`config.mk`:
```
export PLATFORM = sky130hd
export DESIGN_NAME = dmsu_ctrl
export DESIGN_NICKNAME = d
export VERILOG_FILES = /design/src/dmsu_pkg.sv /design/src/dmsu_ctrl.sv
export SDC_FILE = /design/constraint.sdc
export NUM_CORES = 1
export LEC_CHECK = 0
export ABC_AREA = 1
export BUFFER_PORTS_ARGS = -buffer_cell sky130_fd_sc_hd__buf_4
export CORE_MARGIN = 2
export CORE_UTILIZATION = 25
export CTS_CLUSTER_DIAMETER = 200
export DETAILED_ROUTE_END_ITERATION = 10
export MAX_ROUTING_LAYER = met4
export SYNTH_ARGS = -nofsm -noshare
export SYNTH_HDL_FRONTEND = slang
export SYNTH_SLANG_ARGS = --single-unit
```
`constraint.sdc`:
```
create_clock -name clk -period 2.3 [get_ports clk]
set_clock_uncertainty 0.1 [all_clocks]
set_input_delay 0.23 -clock clk [delete_from_list [all_inputs] [get_ports clk]]
set_output_delay 0.23 -clock clk [all_outputs]
set_load 0.02 [all_outputs]
```
`src/dmsu_pkg.sv`:
```
// Shared types, widths and constants of the decaying-momentum SGD update unit.
`timescale 1ns / 1ps
package dmsu_pkg;

  localparam int IDX_W      = 12;
  localparam int VAL_W      = 32;
  localparam int RATE_W     = 16;
  localparam int SPAN_W     = 24;
  localparam int FRAC_W     = 16;
  localparam int CFG_IDX_W  = 3;
  localparam int CFG_DATA_W = 24;
  localparam int PROD_W     = RATE_W + SPAN_W;
  localparam int MUL_W      = RATE_W + 1 + VAL_W;
  localparam int DIV_CNT_W  = $clog2(RATE_W);

  localparam logic [SPAN_W-1:0] STEP_MAX = {SPAN_W{1'b1}};

  localparam logic [RATE_W-1:0] LR_RST         = 16'd655;
  localparam logic [RATE_W-1:0] BETA_START_RST = 16'd58982;
  localparam logic [RATE_W-1:0] BETA_END_RST   = 16'd0;
  localparam logic [SPAN_W-1:0] SPAN_RST       = 24'd1000;
  localparam logic [RATE_W-1:0] DECAY_RST      = 16'd0;

  typedef enum logic [CFG_IDX_W-1:0] {
    CFG_LEARNING_RATE = 3'd0,
    CFG_BETA_START    = 3'd1,
    CFG_BETA_END      = 3'd2,
    CFG_DECAY_SPAN    = 3'd3,
    CFG_DECAY_RATE    = 3'd4
  } cfg_reg_t;

  typedef enum logic [3:0] {
    S_CLEAR,
    S_IDLE,
    S_STEP,
    S_SCALE,
    S_DIV,
    S_BETA,
    S_LOAD,
    S_MOMENTUM,
    S_ACCUM,
    S_RATE,
    S_FINISH
  } dmsu_state_t;

  typedef struct packed {
    logic clr_wr;
    logic capture;
    logic step_adv;
    logic scale;
    logic div_step;
    logic beta_load;
    logic mem_rd;
    logic mom_mul;
    logic mom_wr;
    logic rate_mul;
    logic out_load;
  } dmsu_cmd_t;

  typedef struct packed {
    logic clr_last;
    logic at_end;
    logic div_last;
    logic out_free;
  } dmsu_status_t;

  // Clamp a 34-bit signed sum to the signed 32-bit range.
  function automatic logic signed [VAL_W-1:0] sat32(input logic signed [VAL_W+1:0] v);
    logic signed [VAL_W-1:0] r;
    if (v > 34'sh0_7FFF_FFFF) begin
      r = 32'sh7FFF_FFFF;
    end else if (v < -34'sh0_8000_0000) begin
      r = 32'sh8000_0000;
    end else begin
      r = v[VAL_W-1:0];
    end
    return r;
  endfunction

endpackage

```
`src/dmsu_ctrl.sv`:
```
// Sequencer of the update unit: clearing pass, beta schedule and per-element update.
`timescale 1ns / 1ps
module dmsu_ctrl (
  input  logic                  clk,
  input  logic                  rst_n,
  input  logic                  in_valid,
  input  logic                  in_new_step,
  output logic                  in_stall,
  input  dmsu_pkg::dmsu_status_t st,
  output dmsu_pkg::dmsu_cmd_t    cmd
);
  import dmsu_pkg::*;

  dmsu_state_t state_r, state_nxt;

  always_ff @(posedge clk) begin
    if (!rst_n) begin
      state_r <= S_CLEAR;
    end else begin
      state_r <= state_nxt;
    end
  end

  always_comb begin
    state_nxt = state_r;
    unique case (state_r)
      S_CLEAR:    if (st.clr_last) state_nxt = S_IDLE;
      S_IDLE:     if (in_valid) state_nxt = in_new_step ? S_STEP : S_LOAD;
      S_STEP:     state_nxt = S_SCALE;
      S_SCALE:    state_nxt = st.at_end ? S_LOAD : S_DIV;
      S_DIV:      if (st.div_last) state_nxt = S_BETA;
      S_BETA:     state_nxt = S_LOAD;
      S_LOAD:     state_nxt = S_MOMENTUM;
      S_MOMENTUM: state_nxt = S_ACCUM;
      S_ACCUM:    state_nxt = S_RATE;
      S_RATE:     state_nxt = S_FINISH;
      S_FINISH:   if (st.out_free) state_nxt = S_IDLE;
      default:    state_nxt = S_CLEAR;
    endcase
  end

  always_comb begin
    cmd = '0;
    unique case (state_r)
      S_CLEAR:    cmd.clr_wr = 1'b1;
      S_IDLE:     cmd.capture = in_valid;
      S_STEP:     cmd.step_adv = 1'b1;
      S_SCALE: begin
        cmd.scale     = 1'b1;
        cmd.beta_load = st.at_end;
      end
      S_DIV:      cmd.div_step = 1'b1;
      S_BETA:     cmd.beta_load = 1'b1;
      S_LOAD:     cmd.mem_rd = 1'b1;
      S_MOMENTUM: cmd.mom_mul = 1'b1;
      S_ACCUM:    cmd.mom_wr = 1'b1;
      S_RATE:     cmd.rate_mul = 1'b1;
      S_FINISH:   cmd.out_load = st.out_free;
      default:    cmd = '0;
    endcase
  end

  assign in_stall = (state_r != S_IDLE);

endmodule

```
==> impl_metrics.json, run 1 <==
{
  "clk_pin_slew_worst_paths_ns": 0.04,
  "drt_first_pass_iters": 3,
  "synth_edf_count": 0,
  "dieArea_um2": 1720,
  "synth_nets": 74,
  "ir_drop_uv": 418,
  "syn_area_um2": 352,
  "start_util_pct": 27.0,
  "cts-root-buf": "clkbuf_4",
  "p_int_w": 0.000264,
  "ys_seq_elements": 4,
  "clockPowerShare_pct": 16.8,
  "min_path_cells": 3,
  "power_frac_comb_pct": 60.7,
  "drtIter0Drc": 2,
  "period_needed_ns": 1.62,
  "synthDistinctLibCells": 11,
  "criticalPathCategory": "register to output pin",
  "synth_common_cells": "14 x inv_1, 13 x nand2_1, 11 x nor2_1",
  "cp_cell_sequence": "inv_2 -> nor2_2 -> inv_1 -> nor3_1 -> buf_4",
  "largest-register": "state_r",
  "tritoncts": "yes",
  "die_x_um": 41.5,
  "rrSetupSlack_ns": 1.05,
  "synth_ff_type": "dfxtp_1",
  "dpl.hpwl_um": 732,
  "swShare_pct": 47.5,
  "cts_resized": 0,
  "drc": 0,
  "yosysSeqAreaShare_pct": 22.8,
  "top_regs": "state_r (4)",
  "cts_setup_buffers": 0,
  "crit_path_end_kind": "output pin",
  "leakagePower_nw": 0.313,
  "p_sw_w": 0.000239,
  "synth_top_cell_by_area": "dfxtp_1",
  "status": "completed",
  "startpoint_type": "register",
  "grt_use_total_pct": 10.5,
  "row_count": 13,
  "clock_latency_ns": 0.23,
  "r2r_end": "state_r[1]",
  "slowest_stage": "dfxtp_1",
  "via_count": 452,
  "wl_um": 865,
  "tns_ns": 0,
  "clockBufferDepth": 2,
  "synth_top_area_share_pct": 22.8,
  "reg2reg_from": "state_r[3]",
  "grt_max_degree": 8,
  "setup_slack_ns": 0.682,
  "largest_reg_flops": 4,
  "hold_ws_ns": 0.175,
  "cp_top_family": "flip-flops",
  "holdPathEnd": "state_r[3]",
  "grt_pass1_vias": 352,
  "fp.coreArea_um2": 1300,
  "grt_setup_unrepaired": "no",
  "arrival_ns": 1.29,
  "async_reset_ff_share_pct": 0,
  "synthTopCellsByArea": "dfxtp_1 23%, inv_1 15%, nand2_1 14%",
  "tightest_slew_ns": 0.238,
  "reg2regPathDepth": 7,
  "stdcell_area_um2": 536,
  "grt_pass1_wl_mm": 1.33,
  "dpl_cell_area_um2": 513,
  "seqPwrFrac_pct": 22.5,
  "relSlewSlack_pct": 84.1,
  "min_from": "rst_n",
  "io-pin-count": 20,
  "portBuffers": 19,
  "clock.fmax_ghz": 0.618,
  "antenna_left": 0,
  "die_y_um": 41.5,
  "finalSetupViolCount": 0,
  "gp_congestion": 0.821,
  "timing.final.crit_share_pct": 70.3,
  "fill_cells": 152,
  "layout-drive-gt1-share_pct": 34.1,
  "powerDensity_nw_per_um2": 939,
  "synth_most_common_cell": "inv_1",
  "dp_slack_ns": 0.919,
  "insertedDiodeCount": 0,
  "hold_violations": 0,
  "maxCapViolations": 0,
  "via_per_inst": 4.39,
  "area_growth_pct": 52.3,
  "required_ns": 1.97,
  "cts_hold_buf": 0,
  "power_w": 0.000503,
  "syn_inst": 66,
  "antenna_found_initial": 0,
  "nets": 98,
  "critPathBufInv": 3,
  "yosysWarnings": 0,
  "avgSynthCellArea_um2": 5.33,
  "cts_sinks": 4,
  "htree_num_levels": 1,
  "cts_buffers": 3,
  "overflow": 0,
  "cpPeakStageDelay_ns": 0.44,
  "final_max_slew_viol_count": 0,
  "hp-class": "input pin to register",
  "wl_per_cell_um": 8.40,
  "critPathMaxFanout": 4
}
cell families after synthesis:
family / synth area share [%]
AND/OR/NAND/NOR: 50.5
AO/OA/AOI/OAI: 8.54
flip-flops: 22.8
buffers and inverters: 18.1
power by group through the flow:
stage / logic, W / registers [W] / clock network (W)
6_report: 0.000305 / 0.000113 / 0.0000844
2_1_floorplan: 0.000212 / 0.000108 / 0
3_5_place_dp: 0.000308 / 0.000114 / 0
3_3_place_gp: 0.000309 / 0.000114 / 0
5_1_grt: 0.000339 / 0.000117 / 0.0000946
4_1_cts: 0.000309 / 0.000113 / 0.0000901
worst min-delay path: stages:
cell,delay (ns)
buf_4,0.07
inv_1,0.06
a21oi_1,0.10
area by class of cell:
| type | instances | area (um^2) | share of cell area [%] |
|---|---|---|---|
| flip-flops and latches | 4 | 80.1 | 15.0 |
| clock buffers | 3 | 22.5 | 4.21 |
| inverters | 17 | 63.8 | 11.9 |
| repair buffers | 19 | 143 | 26.6 |
| well taps | 15 | 18.8 | 3.50 |
| multi-input cells | 45 | 208 | 38.8 |
per-stage QoR:
step                std cells  util, %
finish                    103     41.2
global route              103     41.2
CTS                       103     41.2
detailed placement        100     39.4
global placement          100     39.4
floorplan                  66        -
metal layers:
metal  GRT usage, %  up-vias  routed length, um
met5              -        -                  0
met4              0        0                  0
met3           8.26        0                 84
met2           14.1       15                378
met1           13.1      192                402
li1               -      245                  -
how the worst max path moves through the flow:
| stage | startpoint | end | cells past startpoint |
|---|---|---|---|
| detailed placement | state_r[3] | cmd[0] | 5 |
| CTS | state_r[3] | cmd[0] | 5 |
| finish | state_r[3] | cmd[0] | 5 |
| global route | state_r[3] | cmd[0] | 5 |
| global placement | state_r[3] | cmd[0] | 5 |
| floorplan | state_r[3] | cmd[0] | 4 |
placed cells by master (no fill, tap or decap), drive strengths merged:
master and n:
dfxtp 4, clkbuf 3, inv 17, nor2 16
buf 19, nand4 1, nand2 13, nor3 1
nand3 8, a21oi 6
(Power assumes the default switching activity.)
==> run 2, diff against run 1 <==
ABC_AREA = 0   (was 1)
clock period = 1.4 ns   (was 2.3 ns; I/O delays follow)
==> impl_metrics.json, run 2 <==
{
  "status": "complete, but fails checks",
  "violations": "negative setup slack",
  "drt_first_pass_iters": 4,
  "setup_slack_ns": -0.101,
  "leakagePower_nw": 0.369,
  "arrival_ns": 1.26,
  "met1Wirelength_um": 567,
  "syn_area_um2": 382,
  "crit_path_end_kind": "output pin",
  "via_count": 570,
  "grt_setup_unrepaired": "yes",
  "critPathMaxFanout": 4,
  "dpl.hpwl_um": 833,
  "cts_sinks": 4,
  "seqPwrFrac_pct": 15.8,
  "gp_congestion": 0.796,
  "cts-root-buf": "clkbuf_4",
  "grt_max_degree": 15,
  "die_x_um": 43.1,
  "final_cell_mix": "31 x buf_4, 8 x buf_6, 4 x nand2b_4, 4 x nor2_2, 4 x dfxtp_4",
  "final_max_slew_viol_count": 0,
  "largest-register": "state_r",
  "grt_pass1_vias": 478,
  "synth_top_family_by_area": "simple AND/OR/NAND/NOR gates",
  "grt_use_total_pct": 15.2,
  "dieArea_um2": 1860,
  "synth_common_cells": "7 x nor2_1, 6 x nand2b_1, 4 x buf_2, 4 x dfxtp_1, 4 x nand2_1",
  "synthDistinctLibCells": 25,
  "synth_nets": 62,
  "clk_pin_slew_worst_paths_ns": 0.04,
  "clock_latency_ns": 0.24,
  "required_ns": 1.16,
  "ys_seq_elements": 4,
  "tightest_slew_ns": 0.222,
  "fp.coreArea_um2": 1470,
  "final_common_cell": "buf_4",
  "synthSimpleGateAreaFrac_pct": 40.3,
  "area_growth_pct": 117,
  "highest_layer": "met4",
  "synth_fa_ha_area_share_pct": 0,
  "fill_cells": 141,
  "layout-drive-gt1-share_pct": 71.4,
  "dp_slack_ns": 0.0277,
  "hp-class": "input pin to register",
  "cts_hold_buf": 0,
  "wl_per_cell_um": 13.4,
  "multiInputGateArea_um2": 362,
  "cpPeakStageDelay_ns": 0.35,
  "synth_ff_type": "dfxtp_1",
  "via_per_inst": 5.33,
  "synth_edf_count": 0,
  "htree_num_levels": 1,
  "yosysWarnings": 0,
  "synth_top_area_share_pct": 21.0,
  "min_path_cells": 2,
  "relSlewSlack_pct": 85.1,
  "nets": 101,
  "timing.final.crit_share_pct": 107,
  "finalSetupViolCount": 8,
  "startpoint_type": "register",
  "hold_violations": 0,
  "maxCapViolations": 0,
  "regArea_um2": 95.1,
  "slowest_stage": "dfxtp_4",
  "p_int_w": 0.000862,
  "synth.mux.area_fraction_pct": 2.95,
  "tritoncts": "yes",
  "drtIter0Drc": 12,
  "wl_met3_um": 98,
  "clockPowerShare_pct": 9.9,
  "avgSynthCellArea_um2": 7.07,
  "antenna_left": 0,
  "start_util_pct": 25.9,
  "criticalPathCategory": "register to output pin",
  "ir_drop_uv": 785,
  "power_frac_comb_pct": 74.3,
  "reg2regPathDepth": 6,
  "synth_top_cell_by_area": "dfxtp_1",
  "syn_inst": 54,
  "p_sw_w": 0.000581,
  "cp_cell_sequence": "buf_6 -> mux2_4 -> nor3b_2 -> buf_4",
  "clock.fmax_ghz": 0.666,
  "hold_ws_ns": 0.0270,
  "synth-xor-area-share_pct": 0,
  "synthTopCellsByArea": "dfxtp_1 21%, nand2b_1 9.8%, nor2_1 6.9%",
  "row_count": 14,
  "die_y_um": 43.1,
  "top_regs": "state_r (4)",
  "powerDensity_nw_per_um2": 1740,
  "met2WireLength_um": 744,
  "drc": 0,
  "grt_pass1_wl_mm": 2.02,
  "overflow": 0,
  "swShare_pct": 40.3,
  "io-pin-count": 20,
  "synth_most_common_cell": "nor2_1",
  "cts_buffers": 3,
  "period_needed_ns": 1.50,
  "wl_mm": 1.44,
  "insertedDiodeCount": 0,
  "portBuffers": 19,
  "async_reset_ff_share_pct": 0,
  "largest_reg_flops": 4,
  "synth_compound_area_share_pct": 26.6,
  "clockBufferDepth": 2,
  "antenna_found_initial": 0,
  "power_w": 0.00144,
  "yosysSeqAreaShare_pct": 21.0
}
==> run 2: cell count changes in the layout (fill, tap and decap cells not counted), sizes merged, moves of 3 or more <==
| cell | previous run | this run |
|---|---|---|
| buf | 19 | 39 |
| inv | 17 | 2 |
| nand2 | 13 | 4 |
| nor2 | 16 | 7 |
| nand3 | 8 | 0 |
| nand2b | 0 | 6 |
| a21oi | 6 | 3 |
| nand3b | 0 | 3 |
==> run 2: worst max-delay path: cells and delay by family (launching register included) <==
family                 cells  cell delay [ns]
AND/OR/NAND/NOR            1             0.15
multiplexers               1             0.25
flip-flops                 1             0.35
buffers and inverters      2             0.27
==> run 2: final cells by class <==
type | count | area share (%)
repair buffers | 39 | 38.9
well taps | 16 | 2.41
clock buffers | 3 | 2.71
inverters | 2 | 0.905
flip-flops and latches | 4 | 11.5
multi-input cells | 43 | 43.6
==> run 2: cells by family (layout without fill, tap and decap cells) <==
logic type,Yosys count,after routing
AOI/OAI and AO/OA,14,14
muxes,1,1
buffers and inverters,7,44
and+or+nand+nor,28,28
DFF,4,4
==> run 2: per-layer routing <==
layer	vias up	track usage, %
met4	0	5.45
met3	4	6.38
met1	274	17.2
met2	21	23.9
li1	271	-
met5	-	-
==> run 2: path summary, 6_finish.rpt <==
check | start | end | slack, ns
hold / removal | in_valid | state_r[0] | 0.03
hold reg to reg | state_r[3] | state_r[0] | 0.58
setup reg to reg | state_r[1] | state_r[2] | 0.02
setup / recovery | state_r[1] | cmd[5] | -0.10
==> run 2: timing repair <==
action | in CTS | in global routing
pin swaps | 3 | 8
setup endpoints to repair | 12 | 15
resized for setup | 14 | 19
cloned | 0 | 0
setup buffers | 4 | 7
==> run 2: through the flow <==
step	TNS, ns	instances	utilization (%)	cell area, um^2
global placement	0	93	40.8	601
detailed placement	0	93	40.8	601
floorplan	-0.0303	54	-	398
CTS	-0.589	100	47.5	699
finish	-0.365	107	56.4	830
global route	-0.940	107	56.4	830
==> run 2: power by group through the flow <==
stage          Sequential [W]  Clock (W)  Combinational (W)
6_report             0.000228   0.000143            0.00107
5_1_grt              0.000231   0.000164            0.00114
4_1_cts              0.000218   0.000149           0.000826
3_5_place_dp         0.000199          0           0.000697
3_3_place_gp         0.000202          0           0.000695
2_1_floorplan        0.000163          0           0.000459
